<file path="config.mk">
export PLATFORM = sky130hd
export DESIGN_NAME = utf8_glyph_atlas_mapper
export DESIGN_NICKNAME = d
export VERILOG_FILES = /design/src/sv/ugam_pkg.sv /design/src/sv/ugam_decoder.sv /design/src/sv/ugam_divider.sv /design/src/sv/utf8_glyph_atlas_mapper.sv
export SDC_FILE = /design/constraint.sdc
export NUM_CORES = 1
export LEC_CHECK = 0
export BUFFER_PORTS_ARGS = -buffer_cell sky130_fd_sc_hd__buf_2
export CORE_ASPECT_RATIO = 0.6
export CORE_MARGIN = 1.5
export CORE_UTILIZATION = 45
export CTS_BUF_LIST = sky130_fd_sc_hd__clkbuf_8
export DETAILED_ROUTE_END_ITERATION = 7
export PLACE_DENSITY = 0.72
export SYNTH_ARGS = -nofsm -noshare
export SYNTH_HDL_FRONTEND = slang
export SYNTH_SLANG_ARGS = --single-unit
export TNS_END_PERCENT = 100
</file>
<file path="constraint.sdc">
create_clock -name clk -period 3.9 [get_ports clk]
set_clock_uncertainty 0.1 [all_clocks]
set_input_delay 0.78 -clock clk [delete_from_list [all_inputs] [get_ports clk]]
set_output_delay 0.78 -clock clk [all_outputs]
set_load 0.01 [all_outputs]
</file>
<file path="src/sv/ugam_pkg.sv">
// ugam_pkg: shared widths, constants and handshake structs of the glyph atlas mapper
// no dependencies; imported by ugam_decoder, ugam_divider and utf8_glyph_atlas_mapper
`timescale 1ns / 1ps

package ugam_pkg;

  // field widths
  localparam int CP_W     = 21;
  localparam int BYTE_W   = 8;
  localparam int GEOM_W   = 9;
  localparam int CELL_W   = 8;
  localparam int POS_W    = 8;
  localparam int VTX_W    = 10;
  localparam int SLOT_W   = 14;
  localparam int OUT_DATA_W = 64;
  localparam int CFG_ADDR_W = 3;
  localparam int CFG_DATA_W = 32;

  // default batch capacity in glyphs
  localparam int BATCH_GLYPHS_DEF = 256;

  // register reset values and the largest geometry that is honored
  localparam logic [GEOM_W-1:0] GEOM_RESET = 9'd16;
  localparam logic [GEOM_W-1:0] GEOM_MAX   = 9'd256;

  // register indexes (address bit 2)
  localparam logic REG_COLUMNS = 1'b0;
  localparam logic REG_ROWS    = 1'b1;

  // request kinds on the input tuser bit
  localparam logic OP_TEXT        = 1'b0;
  localparam logic OP_CLEAR_BATCH = 1'b1;

  // utf-8 lead byte classes
  localparam logic [7:0] LEAD2_MASK = 8'hE0;
  localparam logic [7:0] LEAD2_CODE = 8'hC0;
  localparam logic [7:0] LEAD3_MASK = 8'hF0;
  localparam logic [7:0] LEAD3_CODE = 8'hE0;
  localparam logic [7:0] LEAD4_MASK = 8'hF8;
  localparam logic [7:0] LEAD4_CODE = 8'hF0;
  localparam logic [7:0] LEAD2_BITS = 8'h1F;
  localparam logic [7:0] LEAD3_BITS = 8'h0F;
  localparam logic [7:0] LEAD4_BITS = 8'h07;
  localparam logic [7:0] CONT_BITS  = 8'h3F;
  localparam logic [7:0] ASCII_LIMIT = 8'h80;

  // atlas mapping ranges
  localparam logic [CP_W-1:0] ASCII_FIRST      = 21'd32;
  localparam logic [CP_W-1:0] ASCII_LAST       = 21'd126;
  localparam logic [CP_W-1:0] HANGUL_FIRST     = 21'h00AC00;
  localparam logic [CP_W-1:0] HANGUL_LAST      = 21'h00D7A3;
  localparam logic [CP_W-1:0] HANGUL_SLOT_BASE = 21'd95;

  // decoder result toward the sequencer
  typedef struct packed {
    logic            have;
    logic [CP_W-1:0] cp;
  } dec_rsp_t;

  // divider request and response
  typedef struct packed {
    logic              start;
    logic [SLOT_W-1:0] dividend;
    logic [GEOM_W-1:0] divisor;
  } div_req_t;

  typedef struct packed {
    logic              done;
    logic [SLOT_W-1:0] quotient;
    logic [GEOM_W-1:0] remainder;
  } div_rsp_t;

endpackage

</file>
<file path="src/sv/ugam_decoder.sv">
// ugam_decoder: utf-8 byte decoder holding the partial code point and pending count
// depends on ugam_pkg
`timescale 1ns / 1ps

module ugam_decoder import ugam_pkg::*; (
  input  logic              clk,
  input  logic              rst_n,
  input  logic              step,        // a text byte request is taken
  input  logic [BYTE_W-1:0] text_byte,
  input  logic              string_end,
  output dec_rsp_t          rsp
);

  logic [CP_W-1:0] partial_r, partial_nxt;
  logic [1:0]      pending_r, pending_nxt;
  logic [CP_W-1:0] shifted;

  assign shifted = {partial_r[CP_W-7:0], text_byte[5:0] & CONT_BITS[5:0]};

  // decode one byte against the current sequence state
  always_comb begin
    partial_nxt = partial_r;
    pending_nxt = pending_r;
    rsp.have    = 1'b0;
    rsp.cp      = '0;
    if (pending_r == 2'd0) begin
      if (text_byte < ASCII_LIMIT) begin
        rsp.have = 1'b1;
        rsp.cp   = {{(CP_W-BYTE_W){1'b0}}, text_byte};
      end else if ((text_byte & LEAD2_MASK) == LEAD2_CODE) begin
        partial_nxt = {{(CP_W-BYTE_W){1'b0}}, text_byte & LEAD2_BITS};
        pending_nxt = 2'd1;
      end else if ((text_byte & LEAD3_MASK) == LEAD3_CODE) begin
        partial_nxt = {{(CP_W-BYTE_W){1'b0}}, text_byte & LEAD3_BITS};
        pending_nxt = 2'd2;
      end else if ((text_byte & LEAD4_MASK) == LEAD4_CODE) begin
        partial_nxt = {{(CP_W-BYTE_W){1'b0}}, text_byte & LEAD4_BITS};
        pending_nxt = 2'd3;
      end
    end else begin
      partial_nxt = shifted;
      pending_nxt = pending_r - 2'd1;
      if (pending_r == 2'd1) begin
        rsp.have = 1'b1;
        rsp.cp   = shifted;
      end
    end
    // a string close drops any cut-off sequence
    if (string_end) begin
      partial_nxt = '0;
      pending_nxt = 2'd0;
    end
  end

  // sequence state
  always_ff @(posedge clk) begin
    if (!rst_n) begin
      partial_r <= '0;
      pending_r <= 2'd0;
    end else if (step) begin
      partial_r <= partial_nxt;
      pending_r <= pending_nxt;
    end
  end

endmodule

</file>
<file path="src/sv/ugam_divider.sv">
// ugam_divider: restoring divider, one quotient bit per cycle, slot by column count
// depends on ugam_pkg
`timescale 1ns / 1ps

module ugam_divider import ugam_pkg::*; (
  input  logic     clk,
  input  logic     rst_n,
  input  div_req_t req,
  output div_rsp_t rsp
);

  localparam int CNT_W = $clog2(SLOT_W);

  logic [SLOT_W-1:0] dvd_r, dvd_nxt;      // dividend shifts out, quotient shifts in
  logic [GEOM_W-1:0] dvs_r;
  logic [GEOM_W-1:0] rem_r, rem_nxt;
  logic [CNT_W-1:0]  cnt_r;
  logic              busy_r;
  logic              done_r;
  logic [GEOM_W:0]   trial;
  logic              fits;

  // one compare and subtract per step
  assign trial = {rem_r, dvd_r[SLOT_W-1]};
  assign fits  = trial >= {1'b0, dvs_r};

  always_comb begin
    rem_nxt = fits ? GEOM_W'(trial - {1'b0, dvs_r}) : trial[GEOM_W-1:0];
    dvd_nxt = {dvd_r[SLOT_W-2:0], fits};
  end

  // control
  always_ff @(posedge clk) begin
    if (!rst_n) begin
      busy_r <= 1'b0;
      done_r <= 1'b0;
      cnt_r  <= '0;
    end else begin
      done_r <= 1'b0;
      if (req.start) begin
        busy_r <= 1'b1;
        cnt_r  <= '0;
      end else if (busy_r) begin
        cnt_r <= cnt_r + 1'b1;
        if (cnt_r == CNT_W'(SLOT_W - 1)) begin
          busy_r <= 1'b0;
          done_r <= 1'b1;
        end
      end
    end
  end

  // datapath
  always_ff @(posedge clk) begin
    if (req.start) begin
      dvd_r <= req.dividend;
      dvs_r <= req.divisor;
      rem_r <= '0;
    end else if (busy_r) begin
      dvd_r <= dvd_nxt;
      rem_r <= rem_nxt;
    end
  end

  assign rsp.done      = done_r;
  assign rsp.quotient  = dvd_r;
  assign rsp.remainder = rem_r;

endmodule

</file>
<file path="src/sv/utf8_glyph_atlas_mapper.sv">
// utf8_glyph_atlas_mapper: top level, stream ports, apb registers and request sequencer
// depends on ugam_pkg, ugam_decoder, ugam_divider
`timescale 1ns / 1ps

// UTF-8 text bytes come in one request at a time and are decoded into code points;
// printable ASCII and Hangul syllables are placed in a glyph atlas whose geometry is
// set through the register port (columns at 0x0, rows at 0x4, both reset to 16).
// A byte that neither ends a glyph nor closes a string is taken and the input stays
// ready. A glyph with an atlas slot and a nonzero column count goes through the
// shared restoring divider, even when its row turns out to lie beyond the atlas: the
// divider works out the 14-bit slot number one quotient bit at a time, its registered
// done flag moves the sequencer to the emit state, and the output register then loads
// the result. The input is ready again in the cycle in which the result is offered.
// Any other glyph, and a string close without a glyph, goes straight from the byte to
// the emit state. The input is not ready while a glyph is in flight, and a new result
// also waits while the previous one has not been taken; a finished result waits in
// the output register while the next byte is taken. Every string close yields a
// result with tlast set, even when no glyph ends on that byte.
module utf8_glyph_atlas_mapper import ugam_pkg::*; #(
  parameter int BATCH_GLYPHS = BATCH_GLYPHS_DEF
) (
  input  logic                  clk,
  input  logic                  rst_n,
  // input stream
  input  logic                  in_tvalid,
  output logic                  in_tready,
  input  logic [7:0]            in_tdata,    // [7:0] text_byte
  input  logic                  in_tuser,    // [0] opcode
  input  logic                  in_tlast,    // string_end
  // result stream
  output logic                  out_tvalid,
  input  logic                  out_tready,
  // [20:0] code_point, [21] in_atlas, [29:22] cell_column, [37:30] cell_row,
  // [45:38] glyph_position, [55:46] first_vertex, [56] batch_overflow, rest zero
  output logic [OUT_DATA_W-1:0] out_tdata,
  output logic                  out_tuser,   // [0] glyph_valid
  output logic                  out_tlast,   // last_of_string
  // register port
  input  logic                  cfg_psel,
  input  logic                  cfg_penable,
  input  logic                  cfg_pwrite,
  input  logic [CFG_ADDR_W-1:0] cfg_paddr,
  input  logic [CFG_DATA_W-1:0] cfg_pwdata,
  output logic [CFG_DATA_W-1:0] cfg_prdata,
  output logic                  cfg_pready
);

  localparam int BCNT_W = $clog2(BATCH_GLYPHS + 1);

  typedef enum logic [2:0] {
    S_IDLE = 3'b001,
    S_DIV  = 3'b010,
    S_EMIT = 3'b100
  } state_t;

  state_t state_r, state_nxt;

  // registers
  logic [GEOM_W-1:0] cols_r, rows_r;
  logic [GEOM_W-1:0] cols_eff, rows_eff;
  logic              cfg_wr;

  assign cfg_pready = 1'b1;
  assign cfg_wr     = cfg_psel & cfg_penable & cfg_pwrite & cfg_pready;
  assign cols_eff   = (cols_r > GEOM_MAX) ? GEOM_MAX : cols_r;
  assign rows_eff   = (rows_r > GEOM_MAX) ? GEOM_MAX : rows_r;

  always_ff @(posedge clk) begin
    if (!rst_n) begin
      cols_r <= GEOM_RESET;
      rows_r <= GEOM_RESET;
    end else if (cfg_wr) begin
      unique case (cfg_paddr[2])
        REG_COLUMNS: cols_r <= cfg_pwdata[GEOM_W-1:0];
        REG_ROWS:    rows_r <= cfg_pwdata[GEOM_W-1:0];
        default:     ;
      endcase
    end
  end

  // register readback
  always_comb begin
    unique case (cfg_paddr[2])
      REG_COLUMNS: cfg_prdata = {{(CFG_DATA_W-GEOM_W){1'b0}}, cols_r};
      REG_ROWS:    cfg_prdata = {{(CFG_DATA_W-GEOM_W){1'b0}}, rows_r};
      default:     cfg_prdata = '0;
    endcase
  end

  // request acceptance
  logic in_fire, text_fire, clear_fire;

  assign in_tready  = (state_r == S_IDLE);
  assign in_fire    = in_tvalid & in_tready;
  assign text_fire  = in_fire & (in_tuser == OP_TEXT);
  assign clear_fire = in_fire & (in_tuser == OP_CLEAR_BATCH);

  // utf-8 decoder
  dec_rsp_t dec;

  ugam_decoder u_dec (
    .clk        (clk),
    .rst_n      (rst_n),
    .step       (text_fire),
    .text_byte  (in_tdata),
    .string_end (in_tlast),
    .rsp        (dec)
  );

  // slot mapping of the decoded code point
  logic              is_ascii, is_hangul, mapped;
  logic [SLOT_W-1:0] slot;

  assign is_ascii  = (dec.cp >= ASCII_FIRST) && (dec.cp <= ASCII_LAST);
  assign is_hangul = (dec.cp >= HANGUL_FIRST) && (dec.cp <= HANGUL_LAST);
  assign mapped    = is_ascii | is_hangul;

  always_comb begin
    if (is_hangul) begin
      slot = SLOT_W'(dec.cp - HANGUL_FIRST + HANGUL_SLOT_BASE);
    end else begin
      slot = SLOT_W'(dec.cp - ASCII_FIRST);
    end
  end

  // string and batch counters, first vertex
  logic [POS_W-1:0]       str_cnt_r;
  logic [BCNT_W-1:0]      batch_cnt_r;
  logic                   batch_full;
  logic [BCNT_W+VTX_W+1:0] vtx_wide;

  assign batch_full = batch_cnt_r >= BCNT_W'(BATCH_GLYPHS);
  assign vtx_wide   = {{VTX_W{1'b0}}, batch_cnt_r, 2'b00};

  always_ff @(posedge clk) begin
    if (!rst_n) begin
      str_cnt_r   <= '0;
      batch_cnt_r <= '0;
    end else begin
      if (clear_fire) begin
        batch_cnt_r <= '0;
      end else if (text_fire && dec.have && !batch_full) begin
        batch_cnt_r <= batch_cnt_r + 1'b1;
      end
      if (text_fire) begin
        if (in_tlast) begin
          str_cnt_r <= '0;
        end else if (dec.have) begin
          str_cnt_r <= str_cnt_r + 1'b1;
        end
      end
    end
  end

  // result held while the divider runs
  logic              p_glyph_r;
  logic [CP_W-1:0]   p_cp_r;
  logic [POS_W-1:0]  p_pos_r;
  logic [VTX_W-1:0]  p_vtx_r;
  logic              p_ovf_r;
  logic              p_last_r;
  logic              p_div_r;      // slot was divided, quotient and remainder are live

  logic start_div;

  assign start_div = text_fire && dec.have && mapped && (cols_eff != '0);

  always_ff @(posedge clk) begin
    if (text_fire) begin
      p_glyph_r <= dec.have;
      p_cp_r    <= dec.have ? dec.cp : '0;
      p_pos_r   <= dec.have ? str_cnt_r : '0;
      p_vtx_r   <= (dec.have && !batch_full) ? vtx_wide[VTX_W-1:0] : '0;
      p_ovf_r   <= dec.have && batch_full;
      p_last_r  <= in_tlast;
      p_div_r   <= start_div;
    end
  end

  // shared divider
  div_req_t div_req;
  div_rsp_t div_rsp;

  assign div_req.start    = start_div;
  assign div_req.dividend = slot;
  assign div_req.divisor  = cols_eff;

  ugam_divider u_div (
    .clk   (clk),
    .rst_n (rst_n),
    .req   (div_req),
    .rsp   (div_rsp)
  );

  // sequencer
  logic out_free;

  assign out_free = !out_tvalid || out_tready;

  always_comb begin
    state_nxt = state_r;
    unique case (state_r)
      S_IDLE: begin
        if (text_fire && (dec.have || in_tlast)) begin
          state_nxt = start_div ? S_DIV : S_EMIT;
        end
      end
      S_DIV: begin
        if (div_rsp.done) begin
          state_nxt = S_EMIT;
        end
      end
      S_EMIT: begin
        if (out_free) begin
          state_nxt = S_IDLE;
        end
      end
      default: state_nxt = S_IDLE;
    endcase
  end

  always_ff @(posedge clk) begin
    if (!rst_n) begin
      state_r <= S_IDLE;
    end else begin
      state_r <= state_nxt;
    end
  end

  // atlas cell from quotient and remainder
  logic              in_atlas;
  logic [CELL_W-1:0] cell_col, cell_row;

  assign in_atlas = p_div_r && (div_rsp.quotient < {{(SLOT_W-GEOM_W){1'b0}}, rows_eff});
  assign cell_col = in_atlas ? div_rsp.remainder[CELL_W-1:0] : '0;
  assign cell_row = in_atlas ? div_rsp.quotient[CELL_W-1:0] : '0;

  // output register
  logic                  out_valid_r;
  logic [OUT_DATA_W-1:0] out_data_r;
  logic                  out_user_r;
  logic                  out_last_r;
  logic                  emit;

  assign emit = (state_r == S_EMIT) && out_free;

  always_ff @(posedge clk) begin
    if (!rst_n) begin
      out_valid_r <= 1'b0;
    end else if (emit) begin
      out_valid_r <= 1'b1;
    end else if (out_tready) begin
      out_valid_r <= 1'b0;
    end
  end

  always_ff @(posedge clk) begin
    if (emit) begin
      out_data_r <= {7'd0, p_ovf_r, p_vtx_r, p_pos_r, cell_row, cell_col, in_atlas, p_cp_r};
      out_user_r <= p_glyph_r;
      out_last_r <= p_last_r;
    end
  end

  assign out_tvalid = out_valid_r;
  assign out_tdata  = out_data_r;
  assign out_tuser  = out_user_r;
  assign out_tlast  = out_last_r;

endmodule
</file>
After elaboration in Yosys (flattened, before gate mapping)
Cells that the tools add are included.
{ "op_classes": {"add_sub_neg": 8, "n_lt_le_gt_ge": 10, "n_eq_ne": 13, "n_mux": 35, "bitwise_logic": 10, "n_reduce_logical": 28} }
{ "op_table": {"columns": ["op", "n"], "rows": [
  ["15-bit 2-to-1 mux", 6],
  ["22-bit 2-to-1 mux", 3],
  ["32-bit one-hot mux with 2 select lines", 1],
  ["14-bit 2-to-1 mux", 3],
  ["9-bit 2-to-1 mux", 3],
  ["21-bit by 16-bit >= comparator with 1-bit output (second input constant)", 1],
  ["21-bit by 6-bit >= comparator with 1-bit output (second input constant)", 1],
  ["21-bit by 16-bit <= comparator with 1-bit output (second input constant)", 1],
  ["21-bit by 7-bit <= comparator with 1-bit output (second input constant)", 1],
  ["9-bit greater-than comparator (second input constant)", 2],
  ["8-bit 2-to-1 mux", 2],
  ["14-bit by 7-bit adder with 14-bit output (second input constant)", 1],
  ["14-bit by 9-bit < comparator with 1-bit output", 1],
  ["14-bit subtractor (second input constant)", 1],
  ["14-bit by 6-bit subtractor with 14-bit output (second input constant)", 1],
  ["2-bit 2-to-1 mux", 6],
  ["3-bit 2-to-1 mux", 4],
  ["1-bit logical AND", 11],
  ["10-bit by 9-bit >= comparator with 1-bit output", 1],
  ["9-bit by 1-bit adder with 9-bit output (second input constant)", 1],
  ["9-bit >= comparator (second input constant)", 1],
  ["3-bit one-hot mux with 3 select lines", 1],
  ["9-bit nonzero test", 1],
  ["9-bit subtractor", 1],
  ["26 further kinds", 49]
]} }
{ "totals": {"regBits": 196, "inputBits": 52, "output_inout_bits": 101, "elab_cells": 130} }

Longest topological paths before layout
Gate-level depths: netlist of the first run.
{ "depth": {"ltp_word": 11, "ltp_mapped": 13, "depth_no_buf": 11} }

By module
A second synthesis of the first run with hierarchy kept.
{ "hier_totals": {"hier_cells": 819, "hier_area_um2": 9281.4} }
{ "by_module_without_submodules": {"columns": ["module", "instances", "cells_per_inst", "area_per_inst_um2", "seq_area_each_um2"], "rows": [
  ["utf8_glyph_atlas_mapper", 1, 531, 6302.3, 3723.6],
  ["ugam_divider", 1, 169, 2008.2, 991.0],
  ["ugam_decoder", 1, 119, 970.9, 340.3]
]} }

Least setup slack after synthesis of the first run
OpenSTA, ideal clock, no wires.
{ "synth_timing": {"kind": "in2reg", "start": "in out_tready", "end": "reg out_data_r[0] (netlist: out_tdata[0]) (enable)", "setup_ns": 0.479, "t_arrival_ns": 3.386, "required_time_ns": 3.321, "setup_slack_ns": -0.065, "cell_stages": 2, "path_buffers": 0, "cell_sequence": "nor2b_1 -> nor2b_1"} }
{ "synth_between": {"elab_chain_cells": 2} }
{ "synth_lines": {"columns": ["element", "line", "text"], "rows": [
  ["from (decl)", "utf8_glyph_atlas_mapper.sv:32", "input logic out_tready,"],
  ["1-bit logical OR", "utf8_glyph_atlas_mapper.sv:198", "assign out_free = !out_tvalid || out_tready;"],
  ["1-bit logical AND", "utf8_glyph_atlas_mapper.sv:245", "assign emit = (state_r == S_EMIT) && out_free;"],
  ["named net emit", "utf8_glyph_atlas_mapper.sv:243", "logic emit;"],
  ["to (signal assigned)", "utf8_glyph_atlas_mapper.sv:259", "out_data_r <= {7'd0, p_ovf_r, p_vtx_r, p_pos_r, cell_row, cell_col, in_atlas, p_cp_r};"],
  ["to (decl)", "utf8_glyph_atlas_mapper.sv:240", "logic [OUT_DATA_W-1:0] out_data_r;"]
]} }
The timed path passes the listed nets, and every way through them passes these cells.
A chain may end at the register's enable or synchronous reset.

Worst setup path after layout of the first run
{ "layout_timing": {"start": "reg u_dec.partial_r[14]", "end": "reg u_div.dvd_r[6], data pin"} }
{ "layout_between": {"elab_chain_cells": 8, "elab_cells_between_ends": 13, "classes_between": "4 x order compare; 4 x mux; 1 x bitwise; 4 x reduce/logical"} }
{ "layout_lines": {"columns": ["element", "line", "text"], "rows": [
  ["from (decl)", "ugam_decoder.sv:14", "logic [CP_W-1:0] partial_r, partial_nxt;"],
  ["from (signal assigned)", "ugam_decoder.sv:61", "partial_r <= partial_nxt;"],
  ["22-bit 2-to-1 mux *", "ugam_decoder.sv:43", "if (pending_r == 2'd1) begin"],
  ["22-bit 2-to-1 mux *", "ugam_decoder.sv:26", "if (pending_r == 2'd0) begin"],
  ["21-bit by 6-bit >= comparator with 1-bit output, or another cell as far along", "utf8_glyph_atlas_mapper.sv:114", "assign is_ascii = (dec.cp >= ASCII_FIRST) && (dec.cp <= ASCII_LAST);"],
  ["1-bit logical AND, on equally long branches", "utf8_glyph_atlas_mapper.sv:114, utf8_glyph_atlas_mapper.sv:115", null],
  ["1-bit OR", "utf8_glyph_atlas_mapper.sv:116", "assign mapped = is_ascii | is_hangul;"],
  ["1-bit logical AND (2 in a row)", "utf8_glyph_atlas_mapper.sv:166", "assign start_div = text_fire && dec.have && mapped && (cols_eff != '0);"],
  ["14-bit 2-to-1 mux *", "ugam_divider.sv:55", "if (req.start) begin"],
  ["to (signal assigned)", "ugam_divider.sv:56", "dvd_r <= req.dividend;"],
  ["to (signal assigned)", "ugam_divider.sv:60", "dvd_r <= dvd_nxt;"],
  ["to (decl)", "ugam_divider.sv:14", "logic [SLOT_W-1:0] dvd_r, dvd_nxt;"]
]} }
Every way passes the cells marked *; elsewhere a longest branch is shown, timed or not.

==> results.md, run 1 <==
Logic synthesis:
- Counting flops and latches in the post-synthesis netlist gives 192.
- The synthesized instance count is between 800 and 900.
- The fraction of registers with async set/reset is 0%.
- By count the netlist is led by sky130_fd_sc_hd__edfxtp_1, sky130_fd_sc_hd__nand2_1, sky130_fd_sc_hd__dfxtp_1.
- The area share of the largest cell type after synthesis is 39.6%.
- Yosys instantiated no cell more often than sky130_fd_sc_hd__edfxtp_1.
- The most used flip-flop cell after synthesis is sky130_fd_sc_hd__edfxtp_1.
- For this run, the number of Yosys warnings is 0.
- The average instance in the mapped netlist occupies 10.7 um2.
- Yosys attributes the largest share of cell area to sky130_fd_sc_hd__edfxtp_1, sky130_fd_sc_hd__dfxtp_1, sky130_fd_sc_hd__nand2_1.
- After synthesis, flip-flops and latches occupy 55.1% of the total area.
- The netlist area before placement is between 0.009 and 0.01 mm2.
- The number of distinct library cell variants in the gate-level netlist after synthesis is 71.
- The synthesized design contains 121 enable-type register cells.
- The synthesized design spends more area on one cell type than any other, namely sky130_fd_sc_hd__edfxtp_1.

Clock tree:
- The hold buffer count at cts is 0.
- In this run the post-CTS setup repair buffer count came out at 0.
- The clock buffer count from CTS is 17.
- The clock latency on the worst-skew pair is just under 0.5 ns.
- The count of cells resized by post-cts repair is 0.
- The tree is rooted in a sky130_fd_sc_hd__clkbuf_8.
- TritonCTS built the clock tree.
- After clock tree synthesis, the clock-pin slew on the worst setup and hold paths is 0.11 ns.
- The number of sinks driven by the clock tree is 192.
- The maximum root-to-sink buffer count is 2.
- The number of levels the H-tree was split into is 4.

Min path:
- The number of cells on the worst hold path is 0.
- For hold timing, the worst endpoint is out_tdata[44].
- The worst hold path belongs to the class reg -> reg.
- In this run the most critical hold path is launched from p_pos_r[6].

Worst setup path:
- The type of element capturing the critical path is a flip-flop.
- Data arrives at the worst endpoint at 3.54 ns.
- The worst setup path is launched from a flip-flop.
- For flop-to-flop paths, the worst setup slack is 0.50 ns.
- The critical path is of the reg -> reg type.
- Counting cells, the worst reg-to-reg path comes to 7.
- In this run the critical register-to-register path is captured at u_div.dvd_r[6].
- Of all nets on the critical path, the largest fanout is 16.
- The startpoint identified for the worst register-to-register timing path is u_dec.partial_r[14].
- The required time at the endpoint of the critical path is 4.04 ns.

Power:
- The areal power density over the cells is 415 mW/mm2.
- Summed over all cells, the static leakage comes to 3.92 nW.
- After layout, the design draws a total of 4.22 mW.
- IR analysis of the VDD net gives a maximum drop of between 0.0002 and 0.00025 V.

STA:
- The number of failing setup endpoints in the final timing report is 0.
- The slew of the pin with the lowest slew margin is ~1.2 ns.
- The worst hold slack is 0.320 ns.
- Of the available clock period, the critical path in the final layout requires 87.2%.
- The final count of pins violating max slew is 0.
- Setup repair after global routing left no endpoint under its margin.
- For the final routed database, the setup TNS stands at 0 ns.
- Headroom to the max-slew limit came out at 18.5%.
- The post-route minimum period is 3.40 ns.
- The highest clock rate is around 0.29 GHz.
- The hold violation count in the final report was 0.

Die:
- The overall die width is 187 um.
- In this run the vertical extent of the chip is ~110 um.
- For this configuration, the core starts out at a cell density of 45.9%.
- In this run the core area contains 40 standard-cell rows.
- The I/O pin count is 153.
- The area of the placeable core is around 0.02 mm2.
- The floorplan step defined a die boundary enclosing 0.0213 mm2.

Routing:
- For this run, design rule violations remaining after detail routing come to 0.
- The routed design has just over 20,000 um of wire.
- In the routed layout, each cell is associated on average with a via count of 5.41.
- The number of vias after detailed routing is about 6.6k.
- The detail route stage leaves a number of antenna-violating nets equal to 0.
- The number of DRC violations after detailed-routing iteration 0 is 550.
- The first detailed-routing pass took 5 iterations.
- The wire length per cell is 16.5 um.

Final layout:
- Fill cells in the final layout number approximately 1.8k.
- After routing the design area is 0.0102 mm2.
- Measured on the finished design, the core utilization comes to roughly 50%.
- In the final layout, the share of cells above drive strength 1 is 17.5%.
- The net count of the finished layout is 1,015.
- The area overhead of the layout relative to synthesis is 10.7%.

Global routing:
- The number of global-route vias before repair is 6,042.
- The global-route usage over all layers is 19.7%.
- The largest net degree at the start of global routing is 49.
- The wire length of the first global-routing pass is 32,600 um.
- The number of antenna violations at the first check in global routing came to 0.
- The global route total overflow is 0.

Placement:
- Summed over all nets, the half-perimeter wirelength after detailed placement is 14,600 um.
- The final weighted congestion in routability-driven placement is roughly 0.94.
- The count of input and output buffers is 94.
- After detailed placement, the total cell area comes to slightly below 0.01 mm2.

Flow run:
- The max-cap check violation count is 0.

Outcome:
- The run finished with clean final reports.
## state kept, by name, summed over array words and instances (netlist names), 14 cells and up
register	count
u_div.dvd_r	14
u_dec.partial_r	15
out_tdata	55
p_cp_r	21
## area by class of cell
type	instances	area, um2	area share, %
flip-flops and latches	192	5050	49.8
inverters	46	173	1.70
repair buffers	107	568	5.59
clock buffers	18	248	2.44
multi-input cells	574	3650	36.0
diodes	1	2.50	0.0246
clock inverters	14	118	1.16
well taps	273	342	3.36
## layer usage
layer | up-vias | routed length, um | track usage [%]
li1 | 3180 | - | -
met1 | 3145 | 10500 | 31.8
met2 | 288 | 7390 | 24.5
met3 | 20 | 2120 | 6.25
met4 | 0 | 197 | 4.78
met5 | - | 0 | 0
## worst max-delay path by stage
stage / start / endpoint / slack (ns) / cells past startpoint
floorplan: in_tvalid / u_div.dvd_r[0] / 0.30 / 7
global placement: in_tdata[5] / u_div.dvd_r[6] / 0.31 / 7
detailed placement: in_tdata[5] / u_div.dvd_r[6] / 0.22 / 7
CTS: u_dec.partial_r[14] / u_div.dvd_r[6] / 0.52 / 7
global route: u_dec.partial_r[14] / u_div.dvd_r[6] / 0.19 / 7
finish: u_dec.partial_r[14] / u_div.dvd_r[6] / 0.50 / 7
## metrics by stage
| step | std cells | setup WS [ns] |
|---|---|---|
| floorplan | 885 | 0.300 |
| detailed placement | 1192 | 0.217 |
| global placement | 1192 | 0.305 |
| CTS | 1224 | 0.517 |
| global route | 1224 | 0.191 |
| finish | 1225 | 0.499 |
## where the power goes
| part | switching, mW | total (mW) | internal [mW] |
|---|---|---|---|
| sequential | 0.0827 | 2.32 | 2.24 |
| clock | 0.765 | 1.24 | 0.480 |
| combinational | 0.396 | 0.650 | 0.254 |
| total | 1.24 | 4.22 | 2.97 |
## cell usage in the layout, fill, tap and decap left out, drive strengths merged, types with 20 or more instances in the layout
master,count
inv,53
o21ai,27
a21boi,36
conb,33
buf,107
dfxtp,71
and2,22
nand2,96
a211oi,23
edfxtp,121
and3,20
nor2,45
a21oi,31
ha,24
nand3,30
## critical path: stages (launching register included)
cell and delay [ns]:
sky130_fd_sc_hd__dfxtp_1 0.34, sky130_fd_sc_hd__nor3_1 0.32, sky130_fd_sc_hd__nand2_1 0.22, sky130_fd_sc_hd__o41ai_1 0.58, sky130_fd_sc_hd__a31oi_1 0.21, sky130_fd_sc_hd__a211oi_2 1.02, sky130_fd_sc_hd__mux2i_1 0.28, sky130_fd_sc_hd__nand3_1 0.09
## cell families after synthesis
family          count (synthesis)  synth area share [%]
simple gates                  294                  16.3
flops                         192                  55.1
compound gates                179                  14.1
mux                            20                  2.35
xor+xnor                       23                  2.20
buf+inv                       119                  6.42
fa+ha+maj                      25                  3.49
other cells                     2                0.0819
Note: power is estimated with default switching activity, not from simulation.
==> run 2, diff against run 1 <==
--- a/config.mk
+++ b/config.mk
@@ -5,8 +5,7 @@
 export SDC_FILE = /design/constraint.sdc
 export NUM_CORES = 1
 export LEC_CHECK = 0
-export BUFFER_PORTS_ARGS = -buffer_cell sky130_fd_sc_hd__buf_2
-export CORE_ASPECT_RATIO = 0.6
+export BUFFER_PORTS_ARGS = -buffer_cell sky130_fd_sc_hd__clkbuf_2
 export CORE_MARGIN = 1.5
 export CORE_UTILIZATION = 45
 export CTS_BUF_LIST = sky130_fd_sc_hd__clkbuf_8
==> run 2 against run 1 <==
Total power up 1.1%. Combinational power down 2%. Hold slack better by 0.0025 ns. Wire length down 6.5%. First-iteration DRC count down 6.9%. Critical path type unchanged.
==> results.md, run 2 (same netlist as run 1, synthesis figures left out) <==
Global routing:
- The largest net degree at the start of global routing is 47.
- The global-route usage over all layers is 18.2%.
- The number of antenna violations at the first check in global routing is 0.
- The number of global-route vias before repair is 6,035.
- The global route total overflow is 0.
- The wire length of the first global-routing pass is between 30,000 and 40,000 um.

Final layout:
- The antenna diode count is 0.
- The library cell used most frequently in the layout, excluding fill and tap cells, is sky130_fd_sc_hd__edfxtp_1.
- The flip-flop count of the largest register, all copies and words added is 55.
- The top cell types in the final layout, fill and taps aside, are sky130_fd_sc_hd__edfxtp_1, sky130_fd_sc_hd__nand2_1, sky130_fd_sc_hd__clkbuf_2, sky130_fd_sc_hd__dfxtp_1, sky130_fd_sc_hd__nor2_1.
- After the last flow step, the layout net total stands at 1,015.
- The share of the core filled with cells is 50.7%.
- Relative to the synthesized area, the layout overhead comes to 11.1%.
- The post-route non-filler standard cell count is 1,221.
- Of the cells placed in the final design, the portion with a size suffix greater than 1 is between 10% and 20%.

Worst setup path:
- The setup check on the worst reg-to-reg path leaves a slack of 0.69 ns.
- Counting cells, the worst reg-to-reg path comes to 11.
- The critical path start-end classification is reg -> reg.
- The signal arrival time at the worst endpoint is 3.43 ns.
- The launch point of the critical path is u_dec.pending_r[1].
- The worst register-to-register path ends at u_div.dvd_r[7].
- The destination of the critical timing path is u_div.dvd_r[7].
- STA classifies the critical path startpoint as a flip-flop.
- Of all nets on the critical path, the largest fanout is 25.
- For the worst setup path, the data required time is roughly 4.1 ns.
- STA classifies the critical path endpoint as a flip-flop.
- The worst register-to-register path begins at u_dec.pending_r[1].

Min path:
- In this run the worst hold path is classified as reg -> reg.

Routing:
- The remaining antenna violation count after routing is 0.
- Dividing the detail-routed wire length by the instance count gives 15.5 um.
- In the routed layout, each cell is associated on average with a via count of 5.25.
- The total length of routed wires is 18,900 um.
- The detailed router finished its first iteration with just over 500 violations.
- The first detailed-routing pass took 5 iterations.
- The number of vias after detailed routing is 6,416.
- In the routed design, unresolved DRC markers number 0.

Clock tree:
- The master cell of the clock root buffer is sky130_fd_sc_hd__clkbuf_8.
- The later pin in the worst-skew pair is clocked with a latency of 0.47 ns.
- The clock passes through at most 2 buffers.
- TritonCTS built the clock tree.
- The number of sinks driven by the clock tree is 192.
- The clock buffer count from CTS is 17.
- Once the clock tree was built, the resizer swapped 0 gates to a different size.
- The hold buffer count at cts is 0.
- The register clock-pin slew on the reported worst setup and hold paths is roughly 0.10 ns.
- The number of levels the H-tree was split into is 4.
- The number of setup buffers added after CTS is 0.

STA:
- The number of failing setup endpoints in the final timing report is 0.
- The fraction of the cycle the final worst path needs is between 80% and 90%.
- The worst path needs 3.21 ns of the cycle, external delays included.
- The remaining max-slew budget at the tightest pin is 46.3%.
- The final count of pins violating max slew is 0.
- The slew of the pin with the lowest slew margin is 0.806 ns.
- The setup TNS is 0 ns.
- The highest clock rate is a little over 0.3 GHz.
- The hold violation count in the final report was 0.
- The worst hold slack is 0.323 ns.
- The final worst-path setup slack is 0.694 ns.
- Setup repair after global routing left no endpoint under its margin.

Power:
- The analysis attributes to cell leakage a power of 3.93 nW.
- In this run the power density over the cells is between 400 and 500 mW/mm2.
- The worst-case IR drop observed on VDD is 0.000210 V.

Die:
- The die is 146 um wide.
- Once the floorplan was initialized, standard cells occupied 45.6% of the core.
- The I/O pin count is about 150.
- The area of the placeable core is 0.0201 mm2.
- The y dimension of the die is 146 um.
- After floorplanning, the core was divided into 52 placement rows.
- The area of the die is 0.0213 mm2.

Placement:
- The post-DP HPWL is 13,500 um.
- Routability-driven placement finished with a final weighted congestion of roughly 0.88.
- The number of instances in the placed design is between 1k and 1.5k.
- At the placement stage, the worst setup path has a slack of 0.460 ns.
- Buffers placed on the I/O ports in this run total 94.

Outcome:
- The run finished with clean final reports.

Flow run:
- Max-cap violations in this run came to 0.
[run 2: critical path: stages (launching register included)]
cell                        delay (ns)
sky130_fd_sc_hd__dfxtp_1          0.41
sky130_fd_sc_hd__inv_1            0.40
sky130_fd_sc_hd__nand2_1          0.13
sky130_fd_sc_hd__inv_1            0.10
sky130_fd_sc_hd__nand2_1          0.17
sky130_fd_sc_hd__inv_1            0.14
sky130_fd_sc_hd__ha_1             0.21
sky130_fd_sc_hd__o2111ai_4        0.18
sky130_fd_sc_hd__a211o_1          0.36
sky130_fd_sc_hd__buf_4            0.23
sky130_fd_sc_hd__or4_1            0.56
sky130_fd_sc_hd__o211ai_2         0.08
[run 2: metrics by stage]
step,instance area (um2),power (mW)
6_report,10200,4.26
5_1_grt,10200,4.46
4_1_cts,10200,4.29
3_5_place_dp,9800,2.99
3_3_place_gp,9800,2.97
2_1_floorplan,9290,2.85
[run 2: how the worst min path moves through the flow]
stage / from / to / cells past startpoint
after floorplan: p_cp_r[0] / out_tdata[0] / 0
after global placement: p_pos_r[3] / out_tdata[41] / 0
after detailed placement: p_cp_r[2] / out_tdata[2] / 0
after CTS: p_cp_r[19] / out_tdata[19] / 0
after global routing: p_cp_r[19] / out_tdata[19] / 0
final: p_cp_r[19] / out_tdata[19] / 0
[run 2: power breakdown]
part | leakage (nW) | internal (mW) | switching [mW]
clock | 0.205 | 0.580 | 0.736
sequential | 1.71 | 2.24 | 0.0733
combinational | 2.01 | 0.253 | 0.383
total | 3.93 | 3.07 | 1.19
[run 2: layer usage]
layer | global-route usage [%] | up-vias | wire [um]
li1 | - | 3186 | -
met1 | 24.8 | 2979 | 8800
met2 | 28.0 | 227 | 8540
met3 | 5.14 | 24 | 1320
met4 | 6.12 | 0 | 273
met5 | 0 | - | 0
[run 2: area by class of cell]
cell class,count,area [um2]
timing repair buffer,107,581
multi-input combinational,574,3650
clock inverter,15,159
sequential,192,5050
fill,1836,9910
clock buffer,17,234
inverter,46,173
tap,270,338
==> run 3, diff against run 2 <==
==> constraint.sdc (replaced) <==
create_clock -name clk -period 2.78 [get_ports clk]
set_clock_uncertainty 0.1 [all_clocks]
set_input_delay 0.556 -clock clk [delete_from_list [all_inputs] [get_ports clk]]
set_output_delay 0.556 -clock clk [all_outputs]
set_load 0.01 [all_outputs]
==> run 3 against run 2 <==
Die area did not move. Global-route usage increased by 0.70 points. Worst setup slack got worse by 0.56 ns. Via count up 4.1%. Non-clock buffer count up 61. Critical path type unchanged. Core utilization up 2.3 points. Combinational power increased by 51%. Wire length up 4.0%. Total power increased by 38%. Hold slack lost 0.11 ns. Sequential cell count is the same.
==> results.md, run 3 (same netlist as run 1, synthesis figures left out) <==
Outcome:
- The flow ran to the end, and the final reports show no timing, DRC or antenna violations.

Worst setup path:
- The most critical setup path has its endpoint at u_div.dvd_r[7].
- The worst register-to-register path begins at u_dec.partial_r[5].
- The most critical setup path has its startpoint at u_dec.partial_r[5].
- The count of buffering cells on the critical path with inverters included is 1.
- The worst reg2reg path endpoint is u_div.dvd_r[7].
- The slowest stage of the critical path is the sky130_fd_sc_hd__or4_1 cell.
- For the worst setup path, the data required time is 3.02 ns.
- STA puts the critical path data arrival time at 2.88 ns.
- The critical path goes through or4b_4 -> nor4_4 -> buf_4 -> o2111ai_4 -> a211o_1 -> or4_1 -> o211ai_2.
- On the critical path the largest part of the delay comes from simple AND/OR/NAND/NOR gates.
- Measured in cells, the most critical reg-to-reg path has a length of 7.
- The maximum net fanout on the critical path is 5.
- The reg2reg setup slack is about 0.13 ns.
- For this run, the slowest stage of the critical path takes 0.56 ns.
- The critical path crosses 7 cells after its start point.
- The worst setup path is captured at a flip-flop.
- The critical path is of the reg -> reg type.
- The kind of start point of the critical path is a flip-flop.

Global routing:
- In the global route stage, overall resource usage came out at 18.9%.
- Global routing finished with a remaining overflow of 0.
- The number of antenna violations at the first check in global routing came to 0.
- The wire length of the first global-routing pass is 32,000 um.
- The number of global-route vias before repair was 6,273.
- The largest net degree at the start of global routing is a little under 60.

STA:
- Setup repair after global routing left no endpoint under its margin.
- The final count of pins violating max slew came to 0.
- The highest clock rate is around 0.38 GHz.
- The worst pin sits at a relative slew slack of 54.5%.
- The hold violation count in the final report came to 0.
- At the pin with the least slew margin, the transition time is about 0.68 ns.
- Setup violations remaining at the end of the flow were counted as 0.
- In the final timing run, aggregate negative setup slack is 0 ns.
- Counting I/O delays and the setup requirement, the final critical path takes 2.65 ns.
- The fraction of the cycle the final worst path needs is 95.2%.
- In the post-route analysis, the smallest setup slack over all paths is 0.134 ns.

Die:
- The area of the die is 0.0213 mm2.
- Measured along the x axis, the die boundary spans 146 um.
- The standard-cell row count is 52.
- The initial standard-cell utilization of the core is a little under half.
- The y dimension of the die is 146 um.
- In this run the standard cell core region covers 0.0201 mm2.
- The I/O pin count is between 150 and 200.

Final layout:
- The flip-flop count of the largest register, all copies and words added is between 50 and 60.
- The library cell used most frequently in the layout, excluding fill and tap cells, is sky130_fd_sc_hd__edfxtp_1.
- After the flow finishes, the layout carries non-filler instances totaling 1,282.
- Cells with a size suffix above 1 make up 22.8% of the layout.
- The number of fill cells in the layout is 1,794.
- The area overhead of the layout relative to synthesis is 16.2%.
- In the layout the commonest cells are sky130_fd_sc_hd__edfxtp_1, sky130_fd_sc_hd__nand2_1, sky130_fd_sc_hd__clkbuf_2, sky130_fd_sc_hd__buf_4, sky130_fd_sc_hd__dfxtp_1.
- At the end of the flow, the number of nets in the layout was 1,076.
- The antenna diode count is 0.
- The share of the core filled with cells is 53.0%.

Clock tree:
- The number of levels the H-tree was split into is 4.
- In this run the clock root is driven by a sky130_fd_sc_hd__clkbuf_8.
- Counting along the longest clock path gives a buffer depth of 2.
- After clock tree synthesis, the setup repair step added 0 buffers.
- The clock buffer count from CTS is 17.
- CTS saw 192 sinks.
- TritonCTS built the clock tree.
- Clock-pin slew was measured on the worst setup and hold paths at 0.10 ns.
- The clock latency on the worst-skew pair is 0.48 ns.

Placement:
- During placement, the flow inserted port buffers numbering 94.
- At the end of routability-driven placement, the weighted congestion stood at ~0.84.
- Timing analysis after detailed placement gives a worst setup slack of -0.119 ns.
- The post-DP HPWL is 14,500 um.
- Counting tap cells, the placed design contains a total of 1,250 instances.

Routing:
- After the first detailed-routing iteration, the DRC count stood at 529.
- For this block, the routed nets add up to 19,700 um of wire.
- For this run, design rule violations remaining after detail routing come to 0.
- The number of vias after detailed routing is 6,681.
- The remaining antenna violation count after routing is 0.
- The wire length per cell is ~15 um.
- Before antenna repair, the detailed router went through 6 iterations.
- The detailed-route vias per instance is 5.21.

Power:
- Per report_power, the clock group accounts for 28.4% of the total.
- The areal power density over the cells is 551 mW/mm2.
- The net load switching power is 1.67 mW.
- The power after layout is just under 6 mW.
- Of the total power, registers draw between 50% and 60%.
- The worst IR drop on VDD is ~0.0003 V.
- The internal portion of the total power is 4.20 mW.
- Summed over all cells, the static leakage comes to 4.24 nW.
- The combinational cell fraction of total power is 16.4%.
- Net switching is ~28% of the power.

Min path:
- Counting instances, the worst hold path has a depth of 3.
- The class of the worst hold path is in -> reg.

Flow run:
- Max-cap violations in this run came to 0.
## run 3: changes by cell type in the layout (fill, tap and decap cells not counted), sizes merged
cell / change
buf: +61
bufinv: -2
clkbuf: +2
## run 3: worst reg2reg max path, cell delays in order, from the launching register on
cell                        delay (ns)
sky130_fd_sc_hd__dfxtp_1          0.37
sky130_fd_sc_hd__or4b_4           0.54
sky130_fd_sc_hd__nor4_4           0.19
sky130_fd_sc_hd__buf_4            0.18
sky130_fd_sc_hd__o2111ai_4        0.14
sky130_fd_sc_hd__a211o_1          0.36
sky130_fd_sc_hd__or4_1            0.56
sky130_fd_sc_hd__o211ai_2         0.08
## run 3: timing repair
| item | CTS | global route |
|---|---|---|
| hold endpoints to repair | 0 | 0 |
| gates resized for setup | 1 | 3 |
| setup endpoints to repair | 1 | 30 |
| hold buffers | 0 | 0 |
## run 3: metal layers
metal | global-route usage [%] | vias to the layer above | routed length (um)
met2 | 30.2 | 200 | 9090
met4 | 5.92 | 0 | 276
met1 | 25.3 | 3162 | 9150
met5 | 0 | - | 0
li1 | - | 3298 | -
met3 | 4.67 | 21 | 1160
## run 3: cell type report
cell class                      count  area [um2]  share of cell area [%]
Tap cell                          270         338                    3.17
Clock buffer                       19         262                    2.45
Inverter                           46         178                    1.67
Sequential cell                   192        5060                    47.4
Timing Repair Buffer              168        1050                    9.86
Clock inverter                     13        90.1                   0.845
Multi-Input combinational cell    574        3690                    34.6
## run 3: power groups by stage
stage	combinational [mW]	clock, mW	sequential (mW)
detailed placement	0.940	0	3.30
global route	1.08	1.81	3.25
floorplan	0.725	0	3.27
CTS	0.944	1.70	3.24
finish	0.962	1.67	3.24
global placement	0.913	0	3.30
## run 3: worst min path at each step
stage,from,slack [ns],to
global placement,p_pos_r[3],0.30,out_tdata[41]
floorplan,p_cp_r[0],0.30,out_tdata[0]
CTS,cfg_pwdata[4],0.19,rows_r[4]
global route,cfg_pwdata[4],0.21,rows_r[4]
finish,cfg_pwdata[4],0.22,cols_r[4]
detailed placement,p_cp_r[20],0.30,out_tdata[20]
## run 3: stage by stage
step / instance area, um2 / hold WS [ns]
floorplan: 9320 / 0.300
global placement: 10300 / 0.303
detailed placement: 10300 / 0.305
CTS: 10600 / 0.190
global route: 10700 / 0.209
finish: 10700 / 0.217
